<file path="config.mk">
export PLATFORM = sky130hd
export DESIGN_NAME = pcrb_regfile
export DESIGN_NICKNAME = d
export VERILOG_FILES = /design/src/sv/pcrb_pkg.sv /design/src/sv/pcrb_regfile.sv
export SDC_FILE = /design/constraint.sdc
export NUM_CORES = 2
export LEC_CHECK = 0
export BUFFER_PORTS_ARGS = -buffer_cell sky130_fd_sc_hd__buf_4
export CAP_MARGIN = 20
export CORE_MARGIN = 4
export CORE_UTILIZATION = 35
export DETAILED_ROUTE_END_ITERATION = 10
export GPL_TIMING_DRIVEN = 1
export PLACE_DENSITY = 0.61
export RECOVER_POWER = 25
export SLEW_MARGIN = 20
export SYNTH_ARGS = -nofsm -noshare
export SYNTH_HDL_FRONTEND = slang
export SYNTH_SLANG_ARGS = --single-unit
</file>
<file path="constraint.sdc">
create_clock -name clk -period 1.6 [get_ports clk]
set_input_delay 0.24 -clock clk [delete_from_list [all_inputs] [get_ports clk]]
set_output_delay 0.24 -clock clk [all_outputs]
set_load 0.05 [all_outputs]
</file>
<file path="src/sv/pcrb_pkg.sv">
// pcrb_pkg: constants, types and helper functions for the measurement register bank
// shared by pcrb_regfile, pcrb_sha1 and pcr_bank_extend_read; no dependencies
`timescale 1ns / 1ps

package pcrb_pkg;

    // bank geometry
    localparam int NUM_REGS = 24;
    localparam int IDX_W    = (NUM_REGS > 1) ? $clog2(NUM_REGS) : 1;
    localparam int REG_W    = 160;
    localparam int BLK_W    = 512;

    // operation codes
    localparam logic OP_READ   = 1'b0;
    localparam logic OP_EXTEND = 1'b1;

    // status codes
    localparam logic STATUS_OK  = 1'b0;
    localparam logic STATUS_BAD = 1'b1;

    // response header for a good result
    localparam logic [7:0] RESP_TAG  = 8'hC4;
    localparam logic [7:0] RESP_SIZE = 8'h1E;

    // sha-1 initial hash value and round count
    localparam logic [31:0] SHA_H0 = 32'h67452301;
    localparam logic [31:0] SHA_H1 = 32'hEFCDAB89;
    localparam logic [31:0] SHA_H2 = 32'h98BADCFE;
    localparam logic [31:0] SHA_H3 = 32'h10325476;
    localparam logic [31:0] SHA_H4 = 32'hC3D2E1F0;
    localparam int          SHA_ROUNDS = 80;
    localparam int          RND_W = 7;

    // padding for the fixed 40-byte message: marker byte and 320-bit length
    localparam logic [7:0]  PAD_MARK = 8'h80;
    localparam logic [15:0] MSG_BITS = 16'h0140;

    // memory port request from the control logic
    typedef struct packed {
        logic             rd_en;
        logic [IDX_W-1:0] rd_addr;
        logic             wr_en;
        logic [IDX_W-1:0] wr_addr;
        logic [REG_W-1:0] wr_data;
    } pcrb_mem_req_t;

    // hash unit status
    typedef struct packed {
        logic busy;
        logic done;
    } pcrb_sha_stat_t;

    // round constant for a round number
    function automatic logic [31:0] sha_k(input logic [RND_W-1:0] rnd);
        logic [31:0] k;
        if (rnd < RND_W'(20))
            k = 32'h5A827999;
        else if (rnd < RND_W'(40))
            k = 32'h6ED9EBA1;
        else if (rnd < RND_W'(60))
            k = 32'h8F1BBCDC;
        else
            k = 32'hCA62C1D6;
        return k;
    endfunction

    // round function for a round number
    function automatic logic [31:0] sha_f(input logic [RND_W-1:0] rnd,
                                          input logic [31:0] b,
                                          input logic [31:0] c,
                                          input logic [31:0] d);
        logic [31:0] f;
        if (rnd < RND_W'(20))
            f = (b & c) | (~b & d);
        else if (rnd < RND_W'(40))
            f = b ^ c ^ d;
        else if (rnd < RND_W'(60))
            f = (b & c) | (b & d) | (c & d);
        else
            f = b ^ c ^ d;
        return f;
    endfunction

endpackage

</file>
<file path="src/sv/pcrb_regfile.sv">
// pcrb_regfile: synchronous bank memory of NUM_REGS 160-bit entries, registered read
// per-entry valid bits give the all-zero reset value; depends on pcrb_pkg
`timescale 1ns / 1ps

module pcrb_regfile (
    input  logic                           clk,
    input  logic                           rst_n,
    input  pcrb_pkg::pcrb_mem_req_t        req,
    output logic [pcrb_pkg::REG_W-1:0]     rd_data
);
    import pcrb_pkg::*;

    logic [REG_W-1:0]    mem [NUM_REGS];
    logic [NUM_REGS-1:0] valid_reg;
    logic [REG_W-1:0]    rd_data_reg;
    logic                rd_hit_reg;

    // storage array, no reset
    always_ff @(posedge clk)
    begin
        if (req.wr_en)
        begin
            mem[req.wr_addr] <= req.wr_data;
        end
        if (req.rd_en)
        begin
            rd_data_reg <= mem[req.rd_addr];
        end
    end

    // written-entry flags, cleared at reset
    always_ff @(posedge clk or negedge rst_n)
    begin
        if (!rst_n)
        begin
            valid_reg  <= '0;
            rd_hit_reg <= 1'b0;
        end
        else
        begin
            if (req.wr_en)
            begin
                valid_reg[req.wr_addr] <= 1'b1;
            end
            if (req.rd_en)
            begin
                rd_hit_reg <= valid_reg[req.rd_addr];
            end
        end
    end

    // never-written entry reads as zero
    assign rd_data = rd_hit_reg ? rd_data_reg : '0;

endmodule

</file>
==> qor.yml <==
routing:
  final_antenna_net_count: 0
  drt_wl_total_um: 403000
  first_iter_violations: 6850
  post_drt_wl_per_cell_um: 27.5
  first_pass_iters: 5
  drc: 0
  vias: 76400
  vias_per_cell: 5.21
logic_synthesis:
  avgSynthCellArea_um2: 22.0
  syn-num-nets: 7203
  synthCells: 7029
  yosysWarnings: 0
  yosysSeqAreaShare_pct: 78.1
  ys_ff_latch: 4025
  yosys.cell_types.count: 31
  syn_area_um2: 155000
cells_and_area:
  final.fill_count: 37300
  multi_input_area_um2: 34000
  largest_reg_flops: 3840
  num-nets-final: 8593
  ff_latch_area_um2: 121000
  syn2layout_area_growth_pct: 23.9
  final_core_util_pct: 43.6
  drive_gt1_share_pct: 37.2
clock_tree:
  cts.htree.levels: 5
  clk_path_buf_depth: 4
  cts_tree: "yes"
  clk_latency_ns: 0.97
  clock_sink_count: 4025
  clk_pin_slew_worst_paths_ns: 0.06
  cts-root-buf: "clkbuf_16"
  cts_buffers: 404
hold_path:
  hold_class: "in2reg"
timing:
  setup_violations: 283
  worst_slew_pin_slew_ns: 1.32
  slew_violations: 0
  whs_ns: 0.0940
  period_share_pct: 152
  fin_crit_ns: 2.43
  slew_headroom_pct: 12.3
  finalHoldViolCount: 0
  rsz0062_at_grt: "true"
  fmax_mhz: 411
  finalClockSkew_ns: 0.0643
  fin_ws_ns: -0.834
floorplan:
  die_h_um: 673
  die_w_um: 673
  dieArea_um2: 452000
  core_um2: 439000
  ioPinCount: 334
  rows: 243
  initial_core_util_pct: 35.2
critical_path:
  setup.worst_path.end_class: "output pin"
  critPathMaxFanout: 28
  start_kind: "flip-flop"
  cp_data_arrival_time_ns: 2.19
  worst_ep_required_time_ns: 1.36
  worstSetupPathType: "reg2out"
power:
  ir_worst_vdd_mv: 1.05
  p_leak_uw: 0.0624
  p_per_area_nw_per_um2: 1200
grt:
  grt_pass1_vias: 80300
  grt_max_degree: 65
  antenna_found_initial: 51
  grt_use_total_pct: 17.4
  overflow: 0
  grt_pass1_wl_um: 580000
placement:
  dpl.hpwl_um: 258000
  pre_cts_ws_ns: -1.03
  gp_congestion: 0.777
  portBuffers: 333
run_status:
  outcome: "finished, violations left"
  violations: "setup timing"
job:
  maxCapViolCount: 0
cell type report:
| cell class | instances | share of cell area (%) |
|---|---|---|
| flip-flops and latches | 4025 | 63.0 |
| multi-input cells | 2608 | 17.8 |
| repair buffers | 1380 | 8.38 |
| clock buffers | 491 | 5.50 |
| well taps | 5880 | 3.84 |
| clock inverters | 250 | 1.44 |
| diodes | 26 | 0.0340 |
critical path: stages (launching register included):
cell and delay [ns]:
dfrtp_4 0.55, buf_16 0.21, buf_12 0.18, and2_1 0.15, buf_6 0.15
per-layer routing:
| layer | up-vias | share of wire (%) | GRT usage, % |
|---|---|---|---|
| met3 | 638 | 5.2 | 2.32 |
| li1 | 32400 | - | - |
| met5 | - | 0.035 | 0 |
| met1 | 40900 | 41 | 23.0 |
| met4 | 22 | 2.8 | 4.65 |
| met2 | 2360 | 51 | 30.3 |
per-stage QoR:
stage               power, uW  cell area (um^2)  instances  setup TNS [ns]
finish                 230000            192000      14700         -138.39
global placement       135000            174000      13700         -962.56
global route           237000            192000      14700         -157.28
detailed placement     136000            174000      13700         -998.52
floorplan              128000            155000       7029        -7828.03
CTS                    232000            191000      14600         -197.47
cells in the final DEF, fill, tap and decap left out, types with 42 or more instances in the layout:
cell type,count
and2_4,80
o21ai_0,120
clkbuf_16,408
bufinv_16,45
o21bai_1,120
buf_4,562
clkinv_1,106
mux4_2,722
a22oi_2,121
a21oi_1,121
clkinv_2,56
buf_12,372
o31ai_1,71
dlygate4sd3_1,167
o22ai_1,120
edfxtp_1,4000
and2_1,80
mux2_4,107
mux2i_1,321
buf_8,42
buf_6,127
clkbuf_1,177
mux2_2,414
synth_stat cells:
cell      count  area share, %
edfxtp_1   4000             78
mux4_2      722             11
mux2_2      521            3.8
mux2i_1     327            2.1
clkbuf_1    198           0.48
and2_1      160           0.65
a22oi_1     122           0.59
a21oi_1     121           0.39
o21ai_0     121           0.39
o21bai_1    120           0.58
o22ai_1     120           0.49
o31ai_1     120           0.58
buf_2        96           0.31
buf_1        48           0.12
nand2_1      43           0.10
o221ai_1     39           0.22
buf_4        31           0.15
nor2_1       28          0.068
dfrtp_1      25           0.40
or2_2        25           0.10
buf_6        23           0.17
nand3b_1      5          0.024
nand2b_1      3          0.012
or3b_2        3          0.017
nand3_1       2         0.0065
a31oi_1       1         0.0040
a41oi_1       1         0.0057
nand4_1       1         0.0040
nand4b_1      1         0.0057
nor2b_1       1         0.0040
or3_1         1         0.0040
path summary, 6_finish.rpt:
path,start,to,slack (ns),depth (start not counted)
max in group asynchronous,rst_n,rd_hit_reg$_DFFE_PN0P_,0.83,4
setup reg to reg,mem[7][117]$_DFFE_PP_,rd_data_reg[117]$_DFFE_PP_,-0.27,5
min in group asynchronous,rst_n,valid_reg[20]$_DFFE_PN0P_,0.58,4
setup / recovery,rd_hit_reg$_DFFE_PN0P_,rd_data[58],-0.83,4
hold / removal,req[161],mem[20][142]$_DFFE_PP_,0.09,4
hold reg to reg,valid_reg[2]$_DFFE_PN0P_,valid_reg[2]$_DFFE_PN0P_,0.46,1
power breakdown:
group          total (uW)  internal, uW  leakage [uW]  switching, uW
Clock               94500         54400       0.00643          40200
Sequential         119000        118000        0.0365            724
Combinational       16500          7300        0.0195           9160
Total              230000        179000        0.0624          50100
timing repair:
| item | in CTS | in global routing |
|---|---|---|
| hold endpoints to repair | 3972 | 0 |
| hold buffers | 172 | 0 |
| gates cloned | 2 | 2 |
| setup endpoints to repair | 304 | 1971 |
| setup buffers | 3 | 6 |
| gates resized for setup | 565 | 92 |
| pin swaps | 118 | 10 |
logic make-up after synthesis:
group,share of synthesized area (%)
simple gates,0.999
flops,78.1
compound gates,3.26
buf+inv,1.23
mux,16.4
Note: power is estimated with default switching activity, not from simulation.
