**config.mk**
```make
export PLATFORM = sky130hd
export DESIGN_NAME = pcrb_sha1
export DESIGN_NICKNAME = d
export VERILOG_FILES = /design/src/sv/pcrb_pkg.sv /design/src/sv/pcrb_sha1.sv
export SDC_FILE = /design/constraint.sdc
export NUM_CORES = 2
export LEC_CHECK = 0
export ABC_AREA = 1
export BUFFER_PORTS_ARGS = -buffer_cell sky130_fd_sc_hd__buf_4
export CORE_ASPECT_RATIO = 0.6
export CORE_MARGIN = 8
export CORE_UTILIZATION = 52
export DETAILED_ROUTE_END_ITERATION = 7
export PLACE_DENSITY = 0.85
export REMOVE_ABC_BUFFERS = 1
export SLEW_MARGIN = 20
export SYNTH_ARGS = -nofsm -noshare
export SYNTH_HDL_FRONTEND = slang
export SYNTH_SLANG_ARGS = --single-unit
```
**constraint.sdc**
```tcl
create_clock -name clk -period 16.6 [get_ports clk]
set_input_delay 2.49 -clock clk [delete_from_list [all_inputs] [get_ports clk]]
set_output_delay 2.49 -clock clk [all_outputs]
set_load 0.01 [all_outputs]
```
**src/sv/pcrb_pkg.sv**
```systemverilog
// pcrb_pkg: constants, types and helper functions for the measurement register bank
// shared by pcrb_regfile, pcrb_sha1 and pcr_bank_extend_read; no dependencies
`timescale 1ns / 1ps

package pcrb_pkg;

    // bank geometry
    localparam int NUM_REGS = 24;
    localparam int IDX_W    = (NUM_REGS > 1) ? $clog2(NUM_REGS) : 1;
    localparam int REG_W    = 160;
    localparam int BLK_W    = 512;

    // operation codes
    localparam logic OP_READ   = 1'b0;
    localparam logic OP_EXTEND = 1'b1;

    // status codes
    localparam logic STATUS_OK  = 1'b0;
    localparam logic STATUS_BAD = 1'b1;

    // response header for a good result
    localparam logic [7:0] RESP_TAG  = 8'hC4;
    localparam logic [7:0] RESP_SIZE = 8'h1E;

    // sha-1 initial hash value and round count
    localparam logic [31:0] SHA_H0 = 32'h67452301;
    localparam logic [31:0] SHA_H1 = 32'hEFCDAB89;
    localparam logic [31:0] SHA_H2 = 32'h98BADCFE;
    localparam logic [31:0] SHA_H3 = 32'h10325476;
    localparam logic [31:0] SHA_H4 = 32'hC3D2E1F0;
    localparam int          SHA_ROUNDS = 80;
    localparam int          RND_W = 7;

    // padding for the fixed 40-byte message: marker byte and 320-bit length
    localparam logic [7:0]  PAD_MARK = 8'h80;
    localparam logic [15:0] MSG_BITS = 16'h0140;

    // memory port request from the control logic
    typedef struct packed {
        logic             rd_en;
        logic [IDX_W-1:0] rd_addr;
        logic             wr_en;
        logic [IDX_W-1:0] wr_addr;
        logic [REG_W-1:0] wr_data;
    } pcrb_mem_req_t;

    // hash unit status
    typedef struct packed {
        logic busy;
        logic done;
    } pcrb_sha_stat_t;

    // round constant for a round number
    function automatic logic [31:0] sha_k(input logic [RND_W-1:0] rnd);
        logic [31:0] k;
        if (rnd < RND_W'(20))
            k = 32'h5A827999;
        else if (rnd < RND_W'(40))
            k = 32'h6ED9EBA1;
        else if (rnd < RND_W'(60))
            k = 32'h8F1BBCDC;
        else
            k = 32'hCA62C1D6;
        return k;
    endfunction

    // round function for a round number
    function automatic logic [31:0] sha_f(input logic [RND_W-1:0] rnd,
                                          input logic [31:0] b,
                                          input logic [31:0] c,
                                          input logic [31:0] d);
        logic [31:0] f;
        if (rnd < RND_W'(20))
            f = (b & c) | (~b & d);
        else if (rnd < RND_W'(40))
            f = b ^ c ^ d;
        else if (rnd < RND_W'(60))
            f = (b & c) | (b & d) | (c & d);
        else
            f = b ^ c ^ d;
        return f;
    endfunction

endpackage

```
**src/sv/pcrb_sha1.sv**
```systemverilog
// pcrb_sha1: iterative sha-1 compression of one 512-bit block, one round per cycle
// starts from the standard initial value; depends on pcrb_pkg
`timescale 1ns / 1ps

module pcrb_sha1 (
    input  logic                           clk,
    input  logic                           rst_n,
    input  logic                           start,
    input  logic [pcrb_pkg::BLK_W-1:0]     block,
    output pcrb_pkg::pcrb_sha_stat_t       stat,
    output logic [pcrb_pkg::REG_W-1:0]     digest
);
    import pcrb_pkg::*;

    logic [31:0]      w_reg [16];
    logic [31:0]      a_reg, b_reg, c_reg, d_reg, e_reg;
    logic [RND_W-1:0] rnd_reg;
    logic             busy_reg;
    logic             fin_reg;
    logic             done_reg;
    logic [REG_W-1:0] digest_reg;
    logic [31:0]      t_next;
    logic [31:0]      w_new;
    logic [31:0]      w_mix;

    // round datapath
    always_comb
    begin
        t_next = {a_reg[26:0], a_reg[31:27]} + sha_f(rnd_reg, b_reg, c_reg, d_reg)
                 + e_reg + sha_k(rnd_reg) + w_reg[0];
        w_mix  = w_reg[13] ^ w_reg[8] ^ w_reg[2] ^ w_reg[0];
        w_new  = {w_mix[30:0], w_mix[31]};
    end

    // message schedule window and working variables
    always_ff @(posedge clk)
    begin
        if (start)
        begin
            for (int j = 0; j < 16; j++)
            begin
                w_reg[j] <= block[BLK_W-1-32*j -: 32];
            end
            a_reg <= SHA_H0;
            b_reg <= SHA_H1;
            c_reg <= SHA_H2;
            d_reg <= SHA_H3;
            e_reg <= SHA_H4;
        end
        else if (busy_reg)
        begin
            for (int j = 0; j < 15; j++)
            begin
                w_reg[j] <= w_reg[j+1];
            end
            w_reg[15] <= w_new;
            a_reg <= t_next;
            b_reg <= a_reg;
            c_reg <= {b_reg[1:0], b_reg[31:2]};
            d_reg <= c_reg;
            e_reg <= d_reg;
        end
        if (fin_reg)
        begin
            digest_reg <= {SHA_H0 + a_reg, SHA_H1 + b_reg, SHA_H2 + c_reg,
                           SHA_H3 + d_reg, SHA_H4 + e_reg};
        end
    end

    // round counter and completion
    always_ff @(posedge clk or negedge rst_n)
    begin
        if (!rst_n)
        begin
            busy_reg <= 1'b0;
            fin_reg  <= 1'b0;
            done_reg <= 1'b0;
            rnd_reg  <= '0;
        end
        else
        begin
            done_reg <= fin_reg;
            fin_reg  <= 1'b0;
            if (start)
            begin
                busy_reg <= 1'b1;
                rnd_reg  <= '0;
            end
            else if (busy_reg)
            begin
                if (rnd_reg == RND_W'(SHA_ROUNDS - 1))
                begin
                    busy_reg <= 1'b0;
                    fin_reg  <= 1'b1;
                end
                rnd_reg <= rnd_reg + RND_W'(1);
            end
        end
    end

    assign stat.busy = busy_reg | fin_reg;
    assign stat.done = done_reg;
    assign digest    = digest_reg;

endmodule

```
==> run summary <==
Final layout
* **post-layout util** 0.629
* **relative area change from synthesis to final layout** 19.5%
* **Largest register FFs** 512
* **final standard cell area without fillers** 51400 um2
* **fillcell total** 6522
* **multi-input logic area** 16900 um2
* **net total in the final layout** 5877
* **leading cell type in the layout, fill and taps excluded** sky130_fd_sc_hd__nand2_1
* **Post-Layout Cell Count** 6345
* **share of cells above drive strength 1** 0.175
* **top library cells by usage in the layout, fill and taps aside** sky130_fd_sc_hd__nand2_1, sky130_fd_sc_hd__buf_4, sky130_fd_sc_hd__edfxtp_1
* **area taken by flip-flops and latches** 23600 um2

Worst setup path
* **crit path DAT** 6700 ps
* **cells on worst reg2reg path** 24
* **R2R Path Start** rnd_reg[3]
* **Worst EP required** 17140 ps
* **classification of the worst setup path** reg -> reg
* **crit end category** flip-flop
* **biggest fanout along the worst timing path** 21
* **startpoint class of the critical path** flip-flop
* **critical path launch point** rnd_reg[3]

Power and ir drop
* **Pwr Total** 7.89 mW
* **Pleak** 23.6 nW
* **Pwr Density** 154 nW/um2
* **worst IR drop on VDD** 0.000152 V

Die
* **initial cell density of the core** 0.526
* **standard cell core area** 81700 um2
* **width of the chip** 387 um
* **I/O pin total** 677
* **die boundary height** 239 um
* **# rows** 81
* **full die area** 92400 um2

Hold path
* **worst hold path startpoint** e_reg[3]
* **number of cells traversed by the worst hold path** 0
* **hold crit path type** reg -> reg

Timing
* **smallest setup slack after layout** 10440 ps
* **post-route fraction of the period consumed by the critical path** 0.371
* **Max-Slew Margin vs Limit** 0.213
* **final worst hold slack** 460 ps
* **final hold violation count** 0
* **achievable clock frequency** 162 MHz
* **time the worst path needs with I/O delays and setup** 6160 ps
* **Setup TNS** 0 ps
* **Least-Margin Pin Slew** 1170 ps
* **count of final setup violators** 0
* **final-report max-slew violation count** 0
* **Max Clock Skew** 36.5 ps
* **unrepaired setup endpoints after global routing** no

Clock network
* **clock transition at the registers of the reported paths** 70 ps
* **depth of the CTS H-tree** 3
* **Sink Count** 842
* **TritonCTS clock tree** done
* **cell chosen for the clock root** sky130_fd_sc_hd__clkbuf_16
* **Setup Fix Bufs, Post-CTS** 0
* **hold buffers post-CTS** 0
* **number of buffers created by CTS** 78
* **clock latency on the worst-skew pair** 660 ps
* **PostCTS Resize Cnt** 0
* **maximum clock insertion buffer count** 3

Logic synthesis
* **Gate Count Post-Synth** 4585
* **leading cell types by total area after synthesis** sky130_fd_sc_hd__edfxtp_1, sky130_fd_sc_hd__nand2_1, sky130_fd_sc_hd__dfxtp_1
* **biggest area consumer among synthesized cells** sky130_fd_sc_hd__edfxtp_1
* **share of synthesized area occupied by flip-flops and latches** 0.550
* **total of flip-flops plus latches after synthesis** 842
* **number of warnings printed during yosys synthesis** 0
* **Post-Synthesis Mean Instance Area** 9.37 um2
* **fraction of registers with async set/reset** 0.0119
* **EDFF count, synth** 672
* **Cell Area, Synth** 43000 um2
* **Netlist cell types** 59
* **primary flip-flop cell chosen by synthesis mapping** sky130_fd_sc_hd__edfxtp_1
* **Yosys top cell area share** 0.470

Route
* **DRT Pass-1 Iters** 8
* **total via count in the routed design** 35.5k
* **Wirelength per Cell** 22.3 um
* **via density per instance** 5.59
* **Initial DRC Count** 4629
* **DRC Markers** 1
* **Routed WL** 142 mm
* **Antenna Nets Post-Route** 0

Placed design
* **Detailed Place HPWL** 107 mm
* **number of buffer cells added on primary ports** 676
* **Routability Congestion** 1.04
* **cell area after placement** 48900 um2
* **cell count after placement** 6199
* **Place WS** 10180 ps

Global routing
* **aggregate global-route resource usage** 0.296
* **largest net degree at the start of global routing** 186
* **global-route wire length before repair** 210 mm
* **vias in the first global route** 34.2k
* **antenna violations before repair** 7
* **Overflow after GRT** 0

Outcome
* **failing checks** DRC
* **run status** complete, but fails checks

Flow run
* **max-cap check violation count** 0

==> final cells by class <==
class / instances / area share
sequential: 842 / 0.460
multi-input combinational: 3135 / 0.329
timing repair buffer: 699 / 0.103
clock buffer: 94 / 0.0392
inverter: 444 / 0.0328
tap: 1079 / 0.0263
clock inverter: 47 / 0.00889
antenna: 5 / 0.000244
==> synthesized netlist by cell type (all sizes together) (22+ instances only) <==
cell / number
clkbuf: 54
fa: 120
nor2: 227
a22oi: 69
o22ai: 71
dfxtp: 160
inv: 443
nand3: 125
buf: 110
ha: 42
edfxtp: 672
o21ai: 134
a211oi: 24
xnor2: 98
nand2: 1882
xor2: 125
nor3: 22
a21oi: 96
==> final timing paths <==
kind	endpoint	slack [ps]
hold reg to reg	digest[3]	460
setup reg to reg	a_reg[30]	10440
min in group asynchronous	rnd_reg[3]	1720
hold / removal	digest[3]	460
setup / recovery	a_reg[30]	10440
max in group asynchronous	fin_reg	14630
==> cells by family (layout without fill, tap and decap cells) <==
logic type | count (synthesis) | after routing | share of synthesized area
fa+ha+maj | 162 | 162 | 0.0681
other cells | 0 | 5 | 0
simple gates | 2297 | 2297 | 0.213
buf+inv | 608 | 1284 | 0.0565
xor+xnor | 223 | 223 | 0.0455
compound gates | 453 | 453 | 0.0668
flops | 842 | 842 | 0.550
==> power by group <==
group	total (mW)	leakage (nW)	switching [mW]	internal (mW)
clock	1.80	1.19	0.833	0.970
sequential	2.77	8.52	0.223	2.55
combinational	3.31	13.9	2.21	1.10
total	7.89	23.6	3.27	4.62
==> worst max-delay path: stages (launching register included) <==
cell                       delay, ps
sky130_fd_sc_hd__dfrtp_1         450
sky130_fd_sc_hd__nand2_1         130
sky130_fd_sc_hd__nand2_1         100
sky130_fd_sc_hd__nand2_2         270
sky130_fd_sc_hd__nand2_4         440
sky130_fd_sc_hd__nand2_4         330
sky130_fd_sc_hd__inv_2           520
sky130_fd_sc_hd__a221oi_1        200
sky130_fd_sc_hd__fa_1            530
sky130_fd_sc_hd__inv_1            60
sky130_fd_sc_hd__fa_1            520
sky130_fd_sc_hd__inv_1            50
sky130_fd_sc_hd__fa_1            470
sky130_fd_sc_hd__inv_1            50
sky130_fd_sc_hd__ha_1            320
sky130_fd_sc_hd__a21oi_1         260
sky130_fd_sc_hd__o21ai_1         230
sky130_fd_sc_hd__nand2_1         130
sky130_fd_sc_hd__nand2_1         130
sky130_fd_sc_hd__nand2_1         100
sky130_fd_sc_hd__nand3_1         250
sky130_fd_sc_hd__nand2_1         210
sky130_fd_sc_hd__nand3_1          90
sky130_fd_sc_hd__nand3_1          80
sky130_fd_sc_hd__nand2_1          60
==> routing by layer <==
| layer | up-vias | global-route usage | wire length [um] |
|---|---|---|---|
| li1 | 16200 | - | - |
| met1 | 16900 | 0.412 | 57500 |
| met2 | 2189 | 0.424 | 59900 |
| met3 | 269 | 0.122 | 20000 |
| met4 | 0 | 0.0895 | 4290 |
| met5 | - | 0 | 0 |
(Power assumes the default switching activity.)
